===== config.mk =====
export PLATFORM = sky130hd
export DESIGN_NAME = crcf_next
export DESIGN_NICKNAME = d
export VERILOG_FILES = /design/src/hw/rtl/ca_ring_cycle_finder_defines.svh /design/src/hw/rtl/crcf_pkg.sv /design/src/hw/rtl/crcf_next.sv
export SDC_FILE = /design/constraint.sdc
export NUM_CORES = 1
export LEC_CHECK = 0
export ABC_CLOCK_PERIOD_IN_PS = 13510
export CORE_ASPECT_RATIO = 0.5
export CORE_MARGIN = 2
export CORE_UTILIZATION = 60
export DETAILED_ROUTE_END_ITERATION = 8
export DONT_BUFFER_PORTS = 1
export PLACE_DENSITY = 0.77
export SLEW_MARGIN = 10
export SYNTH_ARGS = -nofsm -noshare
export SYNTH_HDL_FRONTEND = slang
export SYNTH_SLANG_ARGS = --single-unit
export TNS_END_PERCENT = 30

===== constraint.sdc =====
create_clock -name vclk -period 13.51
set_input_delay 3.3775 -clock vclk [all_inputs]
set_output_delay 3.3775 -clock vclk [all_outputs]
set_load 0.02 [all_outputs]

===== src/hw/rtl/ca_ring_cycle_finder_defines.svh =====
// assertion macros for the ring cycle finder
`ifndef CA_RING_CYCLE_FINDER_DEFINES_SVH
`define CA_RING_CYCLE_FINDER_DEFINES_SVH
`ifndef SYNTHESIS
// same-cycle implication, sampled on clk, off during reset
`define CRCF_ASSERT_IMP(lbl, ante, cons) \
	lbl: assert property (@(posedge clk) disable iff (!arst_n) (ante) |-> (cons)) \
		else $error("crcf: same-cycle check failed");
// next-cycle implication, sampled on clk, off during reset
`define CRCF_ASSERT_NXT(lbl, ante, cons) \
	lbl: assert property (@(posedge clk) disable iff (!arst_n) (ante) |=> (cons)) \
		else $error("crcf: next-cycle check failed");
`else
`define CRCF_ASSERT_IMP(lbl, ante, cons)
`define CRCF_ASSERT_NXT(lbl, ante, cons)
`endif
`endif


===== src/hw/rtl/crcf_pkg.sv =====
`default_nettype none

package crcf_pkg;

	localparam int MAX_RING    = 7;
	localparam int MIN_RING    = 3;
	localparam int RESET_LEN   = 4;
	localparam int LEN_W       = $clog2(MAX_RING + 1);
	localparam int IDX_W       = 2 * MAX_RING;
	localparam int CNT_W       = IDX_W + 1;
	localparam int STORE_DEPTH = 1 << IDX_W;
	localparam int NUM_SUMS    = 10;
	localparam int RULE_W      = 2 * NUM_SUMS;
	localparam int SUM_W       = 4;

	localparam logic OP_ANALYZE = 1'b0;
	localparam logic OP_FETCH   = 1'b1;

	typedef enum logic [1:0] {
		KIND_ANALYZED = 2'd0,
		KIND_LINK     = 2'd1,
		KIND_NONE     = 2'd2
	} kind_t;

	typedef enum logic [3:0] {
		S_IDLE,
		S_MAP,
		S_MARK,
		S_REMOVE,
		S_SCAN,
		S_SCHK,
		S_LRD,
		S_LGET,
		S_LCHK
	} state_t;

	// one write address shared by the three arrays, one read address likewise
	typedef struct packed {
		logic [IDX_W-1:0] rd_addr;
		logic [IDX_W-1:0] waddr;
		logic             succ_we;
		logic [IDX_W-1:0] succ_wd;
		logic             dead_we;
		logic             dead_wd;
		logic             flag_we;
		logic             flag_wd;
	} store_cmd_t;

	typedef struct packed {
		logic [IDX_W-1:0] succ;
		logic             dead;
		logic             flag;
	} store_rd_t;

	// next cell value for a neighbourhood sum, zero beyond the table
	function automatic logic [1:0] rule_entry(input logic [RULE_W-1:0] rule,
			input logic [SUM_W-1:0] s);
		logic [1:0] r;
		r = 2'b00;
		for (int i = 0; i < NUM_SUMS; i++) begin
			if (s == SUM_W'(i)) begin
				r = rule[2*i +: 2];
			end
		end
		return r;
	endfunction

endpackage

`default_nettype wire


===== src/hw/rtl/crcf_next.sv =====
`default_nettype none

module crcf_next import crcf_pkg::*; (
	input  wire logic [IDX_W-1:0]  cfg,
	input  wire logic [LEN_W-1:0]  len,
	input  wire logic [RULE_W-1:0] rule,
	output logic      [IDX_W-1:0]  succ
);

	logic [1:0] dig [MAX_RING];
	logic [1:0] top;

	// most significant digit in use, i.e. cell len-1, the wrap neighbour of cell 0
	always_comb begin
		top = 2'b00;
		for (int k = 0; k < MAX_RING; k++) begin
			if (LEN_W'(k) == len - LEN_W'(1)) begin
				top = dig[k];
			end
		end
	end

	genvar k;
	for (k = 0; k < MAX_RING; k++) begin : g_cell
		logic [1:0]       up;
		logic [1:0]       dn;
		logic [SUM_W-1:0] s;

		assign dig[k] = cfg[2*k +: 2];

		if (k == 0) begin : g_wrap_dn
			assign dn = top;
		end else begin : g_plain_dn
			assign dn = dig[k-1];
		end

		if (k == MAX_RING - 1) begin : g_wrap_up
			assign up = dig[0];
		end else begin : g_plain_up
			assign up = (LEN_W'(k + 1) == len) ? dig[0] : dig[k+1];
		end

		assign s = SUM_W'(up) + SUM_W'(dig[k]) + SUM_W'(dn);
		assign succ[2*k +: 2] = (LEN_W'(k) < len) ? rule_entry(rule, s) : 2'b00;
	end

endmodule

`default_nettype wire


**Word-level counts from Yosys, hierarchy flattened**

Index checks and enable logic that the tools add are counted.

- Flip-flop bits (word level): 0
- Output and inout bits: 14
- Word-level logic and storage cells: 195
- Bits of input ports: 37

- Equality and inequality tests: 75
- Add/sub/neg operators: 15
- Reduce and logical (&&, ||, !) cells: 8
- Magnitude comparators: 7
- Muxes and demuxes: 90

Operators with widths:

| cell | number |
|---|---|
| 2-bit 2-to-1 mux | 90 |
| 4-bit by 3-bit equality test with 1-bit output, second input constant | 28 |
| 4-bit by 2-bit equality test with 1-bit output, second input constant | 14 |
| 4-bit equality test, second input constant | 14 |
| 3-bit by 2-bit adder with 4-bit output | 7 |
| 4-bit by 1-bit equality test with 1-bit output, second input constant | 7 |
| 4-bit logical NOT | 7 |
| 2-bit by 2-bit adder with 3-bit output | 7 |
| 3-bit equality test, first input constant | 6 |
| 2-bit by 3-bit equality test with 1-bit output, first input constant | 4 |
| 3-bit < comparator, first input constant | 3 |
| 1-bit by 3-bit equality test with 1-bit output, first input constant | 2 |
| 1-bit by 3-bit < comparator with 1-bit output, first input constant | 2 |
| 2-bit by 3-bit < comparator with 1-bit output, first input constant | 2 |
| 3-bit logical NOT | 1 |
| 3-bit by 1-bit subtractor with 3-bit output, second input constant | 1 |

**Depth between registers and ports, before layout**

Gate-level depths: netlist (run 1).

- Word-level depth: 22
- Gate-level depth with buffers: 15
- Depth with buffers taken out: 13

**Worst setup path before layout (run 1)**

Ideal clock, no wire load.

- Path type: input -> output
- Start: input port len[0]
- End: output port succ[4]
- Path slack: 3848 ps
- Stages on the path: 13
- Path buffers: 1
- Required time: 10132 ps
- Data arrival time: 6284 ps
- Cells stage by stage: clkbuf_1 -> nand2_1 -> nor2_1 -> mux2_2 -> fa_1 -> ha_1 -> inv_1 -> ha_1 -> nor2b_1 -> mux4_2 -> a22oi_1 -> or4_1 -> o31ai_1

- Longest elaborated chain between the ends: 16
- Elaborated cells on any way between the ends: 26
- Classes of those cells: 2 x add/sub; 1 x order compare; 10 x eq/ne; 12 x mux; 1 x reduce/logical

RTL lines:

| what | line | RTL |
|---|---|---|
| from (decl) | crcf_next.sv:5 | `input wire logic [LEN_W-1:0] len,` |
| 2-bit by 3-bit equality test with 1-bit output | crcf_next.sv:40 | `assign up = (LEN_W'(k + 1) == len) ? dig[0] : dig[k+1];` |
| 2-bit 2-to-1 mux | crcf_next.sv:40 |  |
| 2-bit by 2-bit adder with 3-bit output | crcf_next.sv:43 | `assign s = SUM_W'(up) + SUM_W'(dig[k]) + SUM_W'(dn);` |
| 3-bit by 2-bit adder with 4-bit output | crcf_next.sv:43 |  |
| 4-bit logical NOT | crcf_pkg.sv:61 | `if (s == SUM_W'(i)) begin` |
| 2-bit 2-to-1 mux (10 in a row) | crcf_pkg.sv:61 |  |
| 2-bit 2-to-1 mux (*) | crcf_next.sv:44 | `assign succ[2*k +: 2] = (LEN_W'(k) < len) ? rule_entry(rule, s) : 2'b00;` |
| to (decl) | crcf_next.sv:7 | `output logic [IDX_W-1:0] succ` |

Every way passes the cells marked *; elsewhere a longest branch is shown, timed or not.

**Final worst setup path (run 1)**

- Start: input port len[2]
- End: output port succ[7]

- Longest elaborated chain between the ends: 16
- Elaborated cells on any way between the ends: 26
- Classes of those cells: 2 x add/sub; 1 x order compare; 10 x eq/ne; 12 x mux; 1 x reduce/logical

RTL lines:

| what | line |
|---|---|
| 3-bit equality test | crcf_next.sv:40 |
| 2-bit 2-to-1 mux | crcf_next.sv:40 |
| 2-bit by 2-bit adder with 3-bit output | crcf_next.sv:43 |
| 3-bit by 2-bit adder with 4-bit output | crcf_next.sv:43 |
| 4-bit logical NOT | crcf_pkg.sv:61 |
| 2-bit 2-to-1 mux (10 in a row) | crcf_pkg.sv:61 |
| 2-bit 2-to-1 mux (*) | crcf_next.sv:44 |

Marked as above.

==> results of run 1 <==
==> metal layers <==
metal | up-vias | wire, um
li1 | 1178 | -
met1 | 1192 | 3260
met2 | 183 | 3340
met3 | 13 | 1040
met4 | 0 | 99
met5 | - | 0
==> cell usage in the layout, fill, tap and decap left out, drive strengths merged, types with 2 or more instances in the layout <==
| master | netlist | layout |
|---|---|---|
| o22ai | 7 | 7 |
| nand3b | 4 | 4 |
| nor3b | 5 | 5 |
| ha | 21 | 21 |
| mux2i | 22 | 22 |
| fa | 14 | 14 |
| o31ai | 4 | 4 |
| nand2b | 4 | 4 |
| nor3 | 11 | 11 |
| nand3 | 4 | 4 |
| nor2 | 19 | 19 |
| o21ai | 25 | 25 |
| a222oi | 2 | 2 |
| a31oi | 7 | 7 |
| nand2 | 27 | 27 |
| mux2 | 9 | 9 |
| a21oi | 27 | 27 |
| a32oi | 2 | 2 |
| a32o | 2 | 2 |
| mux4 | 11 | 11 |
| a211oi | 15 | 15 |
| inv | 41 | 41 |
| nor2b | 13 | 13 |
==> worst paths after layout <==
kind	start	to	slack, ns	cells after the start
min	len[2]	succ[7]	6.91	2
max	len[2]	succ[7]	3.80	11
==> metrics by stage <==
stage / std cells / total power [mW] / cell area, sq um / setup slack, ns / hold slack [ns]
after detailed placement: 365 / 0.183 / 2440 / 3.84 / 6.91
after CTS: 365 / 0.184 / 2440 / 3.84 / 6.91
after global routing: 365 / 0.206 / 2440 / 3.56 / 6.94
final: 365 / 0.188 / 2440 / 3.80 / 6.91
after floorplan: 334 / 0.161 / 2480 / 3.85 / 6.94
after global placement: 365 / 0.178 / 2440 / 3.95 / 6.91
==> logic make-up after synthesis <==
kind of cell / synth area share
adder cells (fa/ha/maj): 0.219
buffers and inverters: 0.106
AND/OR/NAND/NOR: 0.183
multiplexers: 0.233
AO/OA/AOI/OAI: 0.259
==> cell type report <==
| type | count | area [sq um] |
|---|---|---|
| fill | 374 | 1490 |
| multi-input combinational | 270 | 2210 |
| tap | 54 | 67.6 |
| inverter | 41 | 154 |
==> power by group through the flow <==
| stage | registers, mW | logic (mW) | clock network (mW) |
|---|---|---|---|
| final | 0 | 0.188 | 0 |
| after CTS | 0 | 0.184 | 0 |
| after floorplan | 0 | 0.161 | 0 |
| after detailed placement | 0 | 0.183 | 0 |
| after global placement | 0 | 0.178 | 0 |
| after global routing | 0 | 0.206 | 0 |
==> flow_metrics.env, run 1 <==
export IMPL_status="finished, final reports clean"
export IMPL_vias=2566
export IMPL_row_count=16
export IMPL_syn_area_sq_mm=0.00248
export IMPL_seqCellArea_sq_um=0
export IMPL_vdd_drop_max_v=0.0000296
export IMPL_grt_start_max_net_pins=19
export IMPL_ys_top_cells_by_area="fa_1 11%, ha_1 11%, mux2i_1 8.9%"
export IMPL_p_sw_frac=0.564
export IMPL_first_pass_iters=5
export IMPL_synthCells=334
export IMPL_ys_types=44
export IMPL_hold_class="in2out"
export IMPL_wl_per_cell_um=21.2
export IMPL_hpwlAfterDp_mm=5.84
export IMPL_vias_per_cell=7.03
export IMPL_ys_seq_area_frac=0
export IMPL_p_comb_frac=1.000
export IMPL_yosysMostFrequentCell="inv_1"
export IMPL_final_antenna_net_count=0
export IMPL_die_w_um=94.9
export IMPL_yosys_warnings=0
export IMPL_p_seq_frac=0
export IMPL_finalHoldViolCount=0
export IMPL_crit_fanout=16
export IMPL_cp_data_arrival_time_ns=6.33
export IMPL_antenna_found_initial=0
export IMPL_fin_nets=385
export IMPL_max_stage_delay_ns=0.58
export IMPL_io_pins=51
export IMPL_rsz0062_at_grt="no"
export IMPL_antenna_cells=0
export IMPL_numPortBuffers=0
export IMPL_fmax_mhz=103
export IMPL_netlist_area_leader_share=0.113
export IMPL_grt_use_met3=0.0355
export IMPL_finalCriticalPeriod_ns=9.71
export IMPL_seq_cell_count=0
export IMPL_grtUsageTotal=0.334
export IMPL_drive_above_1_share=0.0579
export IMPL_drv_cap=0
export IMPL_syn_area_per_cell_sq_um=7.42
export IMPL_synth_common_cells="41 x inv_1, 27 x a21oi_1, 27 x nand2_1"
export IMPL_setup_viol=0
export IMPL_drv_slew=0
export IMPL_path_buf_inv=1
export IMPL_cp_top_family="adder cells"
export IMPL_final_util=0.621
export IMPL_synth_area_leader_cell="fa_1"
export IMPL_overflow=0
export IMPL_post_route_period_util=0.719
export IMPL_crit_chain="nor2b_1 > nor2b_1 > mux2_2 > fa_1 > ha_1 > inv_1 > ha_1 > nor3_1 > a21o_1 > a222oi_1 > a211oi_1"
export IMPL_drt_total_wl_mm=7.73
export IMPL_required_ns=10.13
export IMPL_dieArea_sq_mm=0.00469
export IMPL_cts_hold_buffers=0
export IMPL_grt_pass1_wl_mm=12.0
export IMPL_power_density_mw_per_mm2=77.0
export IMPL_crit_path_end_kind="output pin"
export IMPL_coreArea_sq_mm=0.00392
export IMPL_worstSetupStartpointType="input port"
export IMPL_worst_slew_pin_slew_ns=0.805
export IMPL_grt_busiest_layer="met2"
export IMPL_n_clock_buffer=0
export IMPL_cts_resized=0
export IMPL_criticalPathCategory="in2out"
export IMPL_start_util=0.631
export IMPL_slew_headroom=0.460
export IMPL_die_h_um=49.4
export IMPL_setup_tns_ns=0
export IMPL_drc=0
export IMPL_syn2layout_area_growth_pct=-1.67
export IMPL_place_gp_congestion=1.02
export IMPL_post_cts_setup_buffer_count=0
export IMPL_use_met1=0.508
export IMPL_grt_pass1_vias=2402
export IMPL_p_int_mw=0.0817
export IMPL_p_leak_nw=1.02
export IMPL_use_met2=0.517
export IMPL_switching_power_mw=0.106
export IMPL_clkPwrFrac=0
export IMPL_synth_fp_nets=406
export IMPL_drtIter0Drc=255
export IMPL_crit_slowest_cell="a211oi_1"
No activity file was read; power rests on OpenSTA's default activity.
==> run 2: changes to the inputs <==
--- a/config.mk
+++ b/config.mk
@@ -5,13 +5,14 @@
 export SDC_FILE = /design/constraint.sdc
 export NUM_CORES = 1
 export LEC_CHECK = 0
-export ABC_CLOCK_PERIOD_IN_PS = 13510
+export ABC_AREA = 1
+export ABC_CLOCK_PERIOD_IN_PS = 8300
 export CORE_ASPECT_RATIO = 0.5
 export CORE_MARGIN = 2
 export CORE_UTILIZATION = 60
 export DETAILED_ROUTE_END_ITERATION = 8
 export DONT_BUFFER_PORTS = 1
-export PLACE_DENSITY = 0.77
+export PLACE_DENSITY = 0.8
 export SLEW_MARGIN = 10
 export SYNTH_ARGS = -nofsm -noshare
 export SYNTH_HDL_FRONTEND = slang
==> constraint.sdc (replaced) <==
create_clock -name vclk -period 8.3
set_input_delay 2.075 -clock vclk [all_inputs]
set_output_delay 2.075 -clock vclk [all_outputs]
set_load 0.02 [all_outputs]
==> run 2 against run 1 <==
Net effect:
- non-clock buffer count is the same
- synthesized cell count grew 54%
- synthesized area grew 11%
==> flow_metrics.env, run 2 <==
export IMPL_status="finished, final reports clean"
export IMPL_ys_types=29
export IMPL_synthCells=514
export IMPL_yosysMostFrequentCell="nand2_1"
export IMPL_synth_common_cells="110 x nand2_1, 99 x inv_1, 50 x a21oi_1"
export IMPL_grt_busiest_layer="met1"
export IMPL_netlist_area_leader_share=0.150
export IMPL_rsz0062_at_grt="no"
export IMPL_drtIter0Drc=348
export IMPL_final_cell_mix="110 x nand2_1, 99 x inv_1, 50 x a21oi_1"
export IMPL_grtUsageTotal=0.357
export IMPL_syn2layout_area_growth_pct=0.545
export IMPL_synth_fp_nets=586
export IMPL_path_buf_inv=2
export IMPL_die_w_um=99.8
export IMPL_required_ns=6.23
export IMPL_grt_pass1_vias=2860
export IMPL_use_met1=0.551
export IMPL_min_from="len[2]"
export IMPL_seqCellArea_sq_um=0
export IMPL_max_stage_delay_ns=0.46
export IMPL_final_common_cell="nand2_1"
export IMPL_crit_path_end_kind="output pin"
export IMPL_start_util=0.626
export IMPL_drv_slew=0
export IMPL_antenna_cells=0
export IMPL_crit_top_cell="nand2_1"
export IMPL_seq_cell_count=0
export IMPL_syn_area_per_cell_sq_um=5.36
export IMPL_io_pins=51
export IMPL_antenna_found_initial=0
export IMPL_vias_per_cell=5.90
export IMPL_crit_start="len[1]"
export IMPL_criticalPathCategory="in2out"
export IMPL_ys_top_cells_by_area="nand2_1 15%, inv_1 13%, fa_1 10%"
export IMPL_overflow=0
export IMPL_final_util=0.629
export IMPL_first_pass_iters=5
export IMPL_crit_chain="inv_1 > nand3_1 > o21ai_0 > fa_1 > ha_1 > inv_1 > ha_1 > nand3_1 > o21ai_0 > o21bai_1 > nand2_1 > nand2_1 > nand2_1 > nand2_1 > nand2_1 > nand2_1 > a21oi_1"
export IMPL_vias=3330
export IMPL_fmax_mhz=141
export IMPL_hold_ws_ns=4.31
export IMPL_drt_total_wl_mm=9.32
export IMPL_drive_above_1_share=0.0493
export IMPL_use_met2=0.508
export IMPL_setup_viol=0
export IMPL_worstSetupStartpointType="input port"
export IMPL_coreArea_sq_mm=0.00440
export IMPL_cts_hold_buffers=0
export IMPL_cp_top_family="compound AO/OA/AOI/OAI gates"
export IMPL_row_count=17
export IMPL_p_leak_nw=1.37
export IMPL_place_gp_congestion=1.01
export IMPL_post_route_period_util=0.854
export IMPL_drv_cap=0
export IMPL_setup_tns_ns=0
export IMPL_hpwlAfterDp_mm=7.63
export IMPL_hold_class="in2out"
export IMPL_grt_use_met3=0.0820
export IMPL_finalHoldViolCount=0
export IMPL_n_clock_buffer=0
export IMPL_slew_headroom=0.641
export IMPL_numPortBuffers=0
export IMPL_crit_fanout=7
export IMPL_wl_per_cell_um=16.5
export IMPL_die_h_um=51.9
export IMPL_grt_pass1_wl_mm=14.4
export IMPL_finalCriticalPeriod_ns=7.09
export IMPL_ys_seq_area_frac=0
export IMPL_fillers=461
export IMPL_syn_area_sq_mm=0.00276
export IMPL_synth_area_leader_cell="nand2_1"
export IMPL_cts_resized=0
export IMPL_fin_nets=581
export IMPL_cp_data_arrival_time_ns=5.01
export IMPL_multi_input_area_sq_mm=0.00230
export IMPL_yosys_warnings=0
export IMPL_finalPower_mw=0.397
export IMPL_vdd_drop_max_v=0.0000623
export IMPL_grt_start_max_net_pins=14
export IMPL_setup_slack_ns=1.21
export IMPL_crit_slowest_cell="fa_1"
export IMPL_post_cts_setup_buffer_count=0
export IMPL_pre_cts_ws_ns=1.27
export IMPL_dieArea_sq_mm=0.00518
export IMPL_drc=0
export IMPL_worst_slew_pin_slew_ns=0.540
export IMPL_final_antenna_net_count=0
export IMPL_power_density_mw_per_mm2=143
==> run 2: cell types whose count changed after synthesis, moves of 13 or more <==
| cell | delta |
|---|---|
| o21ai_1 | +13 |
| mux2i_1 | -22 |
| inv_1 | +58 |
| nor2_1 | +24 |
| nand3_1 | +34 |
| nor2b_1 | -13 |
| o21ai_0 | +16 |
| a21oi_1 | +23 |
| nand4_1 | +13 |
| nand2_1 | +83 |
==> run 2: routing by layer <==
layer,part of all wire,up-vias
li1,-,1675
met1,0.45,1406
met2,0.38,230
met3,0.16,19
met4,0.013,0
met5,0,-
==> run 2: logic make-up after synthesis <==
| kind of cell | Yosys count | share of synthesized area |
|---|---|---|
| AND/OR/NAND/NOR | 236 | 0.381 |
| AO/OA/AOI/OAI | 129 | 0.256 |
| buffers and inverters | 114 | 0.166 |
| adder cells (fa/ha/maj) | 35 | 0.197 |
==> run 2: area by class of cell <==
type,instances,area share
inverter,107,0.145
tap,57,0.0257
multi-input combinational,400,0.829
==> run 2: worst paths after layout <==
path,depth (start not counted),to,slack (ns)
max,17,succ[8],1.21
min,2,succ[8],4.31
==> run 2: report_power, final <==
| group | switching [mW] | internal, mW |
|---|---|---|
| combinational | 0.271 | 0.126 |
| sequential | 0 | 0 |
| clock | 0 | 0 |
==> run 2: stage by stage <==
stage	cell area, sq um	std cells
3_3_place_gp	2770	564
4_1_cts	2770	564
6_report	2770	564
5_1_grt	2770	564
2_1_floorplan	2760	514
3_5_place_dp	2770	564
==> run 3: changes to the inputs <==
--- a/config.mk
+++ b/config.mk
@@ -7,12 +7,12 @@
 export LEC_CHECK = 0
 export ABC_AREA = 1
 export ABC_CLOCK_PERIOD_IN_PS = 8300
+export BUFFER_PORTS_ARGS = -buffer_cell sky130_fd_sc_hd__buf_2
 export CORE_ASPECT_RATIO = 0.5
 export CORE_MARGIN = 2
-export CORE_UTILIZATION = 60
+export CORE_UTILIZATION = 54
 export DETAILED_ROUTE_END_ITERATION = 8
-export DONT_BUFFER_PORTS = 1
-export PLACE_DENSITY = 0.8
+export PLACE_DENSITY = 0.82
 export SLEW_MARGIN = 10
 export SYNTH_ARGS = -nofsm -noshare
 export SYNTH_HDL_FRONTEND = slang
==> constraint.sdc (replaced) <==
create_clock -name vclk -period 8.3
set_input_delay 0.415 -clock vclk [all_inputs]
set_output_delay 0.415 -clock vclk [all_outputs]
set_load 0.02 [all_outputs]
==> run 3 against run 2 <==
Net effect:
- clock-buffer cell count did not move
- critical path depth rose by 3
- fmax rose by 82%
- first-iteration DRC count rose by 11%
- sequential share of layout area did not move
- via count rose by 7.0%
- final area rose by 9.8%
- global-route usage fell by 2.7 points
- worst hold slack got worse by 3.1 ns
- highest routed layer unchanged
==> flow_metrics.env, run 3 (synthesized netlist as in run 2, its figures left out) <==
export IMPL_rsz0062_at_grt="no"
export IMPL_hpwlAfterDp_mm=7.83
export IMPL_slew_headroom=0.652
export IMPL_setup_slack_ns=4.40
export IMPL_antenna_found_initial=0
export IMPL_wl_per_cell_um=15.0
export IMPL_fmax_mhz=257
export IMPL_coreArea_sq_mm=0.00491
export IMPL_antenna_cells=0
export IMPL_grt_start_max_net_pins=14
export IMPL_post_cts_setup_buffer_count=0
export IMPL_drtIter0Drc=387
export IMPL_p_leak_nw=1.58
export IMPL_vias_per_cell=5.68
export IMPL_drt_total_wl_mm=9.42
export IMPL_pre_cts_ws_ns=4.45
export IMPL_dieArea_sq_mm=0.00572
export IMPL_crit_fanout=13
export IMPL_hold_class="in2out"
export IMPL_finalHoldViolCount=0
export IMPL_seq_cell_count=0
export IMPL_cp_data_arrival_time_ns=3.48
export IMPL_fin_area_sq_mm=0.00304
export IMPL_worst_slew_pin_slew_ns=0.518
export IMPL_drv_cap=0
export IMPL_dp_cells=628
export IMPL_grt_pass1_wl_mm=14.5
export IMPL_crit_start="len[2]"
export IMPL_cts_hold_buffers=0
export IMPL_place_gp_congestion=1.09
export IMPL_row_count=18
export IMPL_cts_resized=0
export IMPL_min_path_cells=4
export IMPL_vdd_drop_max_v=0.0000681
export IMPL_setup_tns_ns=0
export IMPL_finalCriticalPeriod_ns=3.90
export IMPL_required_ns=7.89
export IMPL_grtUsageTotal=0.330
export IMPL_crit_chain="buf_2 > nor2_1 > nand2_1 > o22ai_1 > o221ai_1 > a211oi_1 > fa_1 > ha_1 > inv_1 > nand2_2 > nor2_1 > nand2_1 > o211ai_1 > o21ai_1 > nand2_1 > nand2_1 > nand2_1 > o21ai_1 > a21oi_1 > buf_2"
export IMPL_power_density_mw_per_mm2=143
export IMPL_post_route_period_util=0.470
export IMPL_min_to="succ[2]"
export IMPL_n_clock_buffer=0
export IMPL_syn2layout_area_growth_pct=10.4
export IMPL_drive_above_1_share=0.136
export IMPL_worstSetupStartpointType="input port"
export IMPL_io_pins=51
export IMPL_first_pass_iters=5
export IMPL_criticalPathCategory="in2out"
export IMPL_die_h_um=54.5
export IMPL_fin_nets=632
export IMPL_final_common_cell="nand2_1"
export IMPL_final_cell_mix="110 x nand2_1, 99 x inv_1, 51 x buf_2"
export IMPL_die_w_um=105
export IMPL_stdcell_count=628
export IMPL_crit_path_end_kind="output pin"
export IMPL_final_antenna_net_count=0
export IMPL_setup_viol=0
export IMPL_overflow=0
export IMPL_post_dp_cell_area_sq_mm=0.00304
export IMPL_crit_slowest_cell="fa_1"
export IMPL_status="finished, final reports clean"
export IMPL_max_stage_delay_ns=0.47
export IMPL_final_util=0.620
export IMPL_crit_top_cell="nand2_1"
export IMPL_min_from="rule[18]"
export IMPL_start_util=0.561
export IMPL_drc=0
export IMPL_drv_slew=0
export IMPL_numPortBuffers=51
export IMPL_grt_pass1_vias=2852
export IMPL_vias=3564
export IMPL_seqCellArea_sq_um=0
## run 3: changes by cell type in the layout (fill, tap and decap cells not counted), sizes merged
cell,delta
buf,+51
## run 3: worst max-delay path by stage
| stage | end | cells after the start | slack, ns |
|---|---|---|---|
| detailed placement | succ[0] | 21 | 4.45 |
| finish | succ[1] | 20 | 4.40 |
| global route | succ[1] | 20 | 4.09 |
| global placement | succ[0] | 15 | 4.59 |
| floorplan | succ[0] | 18 | 4.86 |
| CTS | succ[0] | 21 | 4.46 |
## run 3: area by class of cell
cell class | count | area (sq um)
multi-input combinational | 400 | 2300
fill | 549 | 1870
tap | 70 | 87.6
inverter | 107 | 402
timing repair buffer | 51 | 255
## run 3: layer usage
| layer | up-vias | share of wire | track usage |
|---|---|---|---|
| li1 | 1787 | - | - |
| met1 | 1582 | 0.49 | 0.510 |
| met2 | 190 | 0.38 | 0.503 |
| met3 | 5 | 0.12 | 0.0393 |
| met4 | 0 | 0.0041 | 0.0311 |
| met5 | - | 0 | 0 |
## run 3: power breakdown
group	internal, mW	total, mW	switching, mW
Sequential	0	0	0
Combinational	0.145	0.436	0.291
Clock	0	0	0
Total	0.145	0.436	0.291
## run 3: metrics by stage
stage          hold slack [ns]  power [mW]
4_1_cts                   1.25       0.424
2_1_floorplan             1.01       0.316
6_report                  1.25       0.436
3_5_place_dp              1.24       0.422
3_3_place_gp              1.25       0.419
5_1_grt                   1.27       0.483
## run 3: worst max-delay path, delay by kind of cell
kind	cells	cell delay, ns
adders and majority gates	2	0.84
AOI/OAI and AO/OA	7	0.94
buffers and inverters	3	0.48
and+or+nand+nor	8	0.81
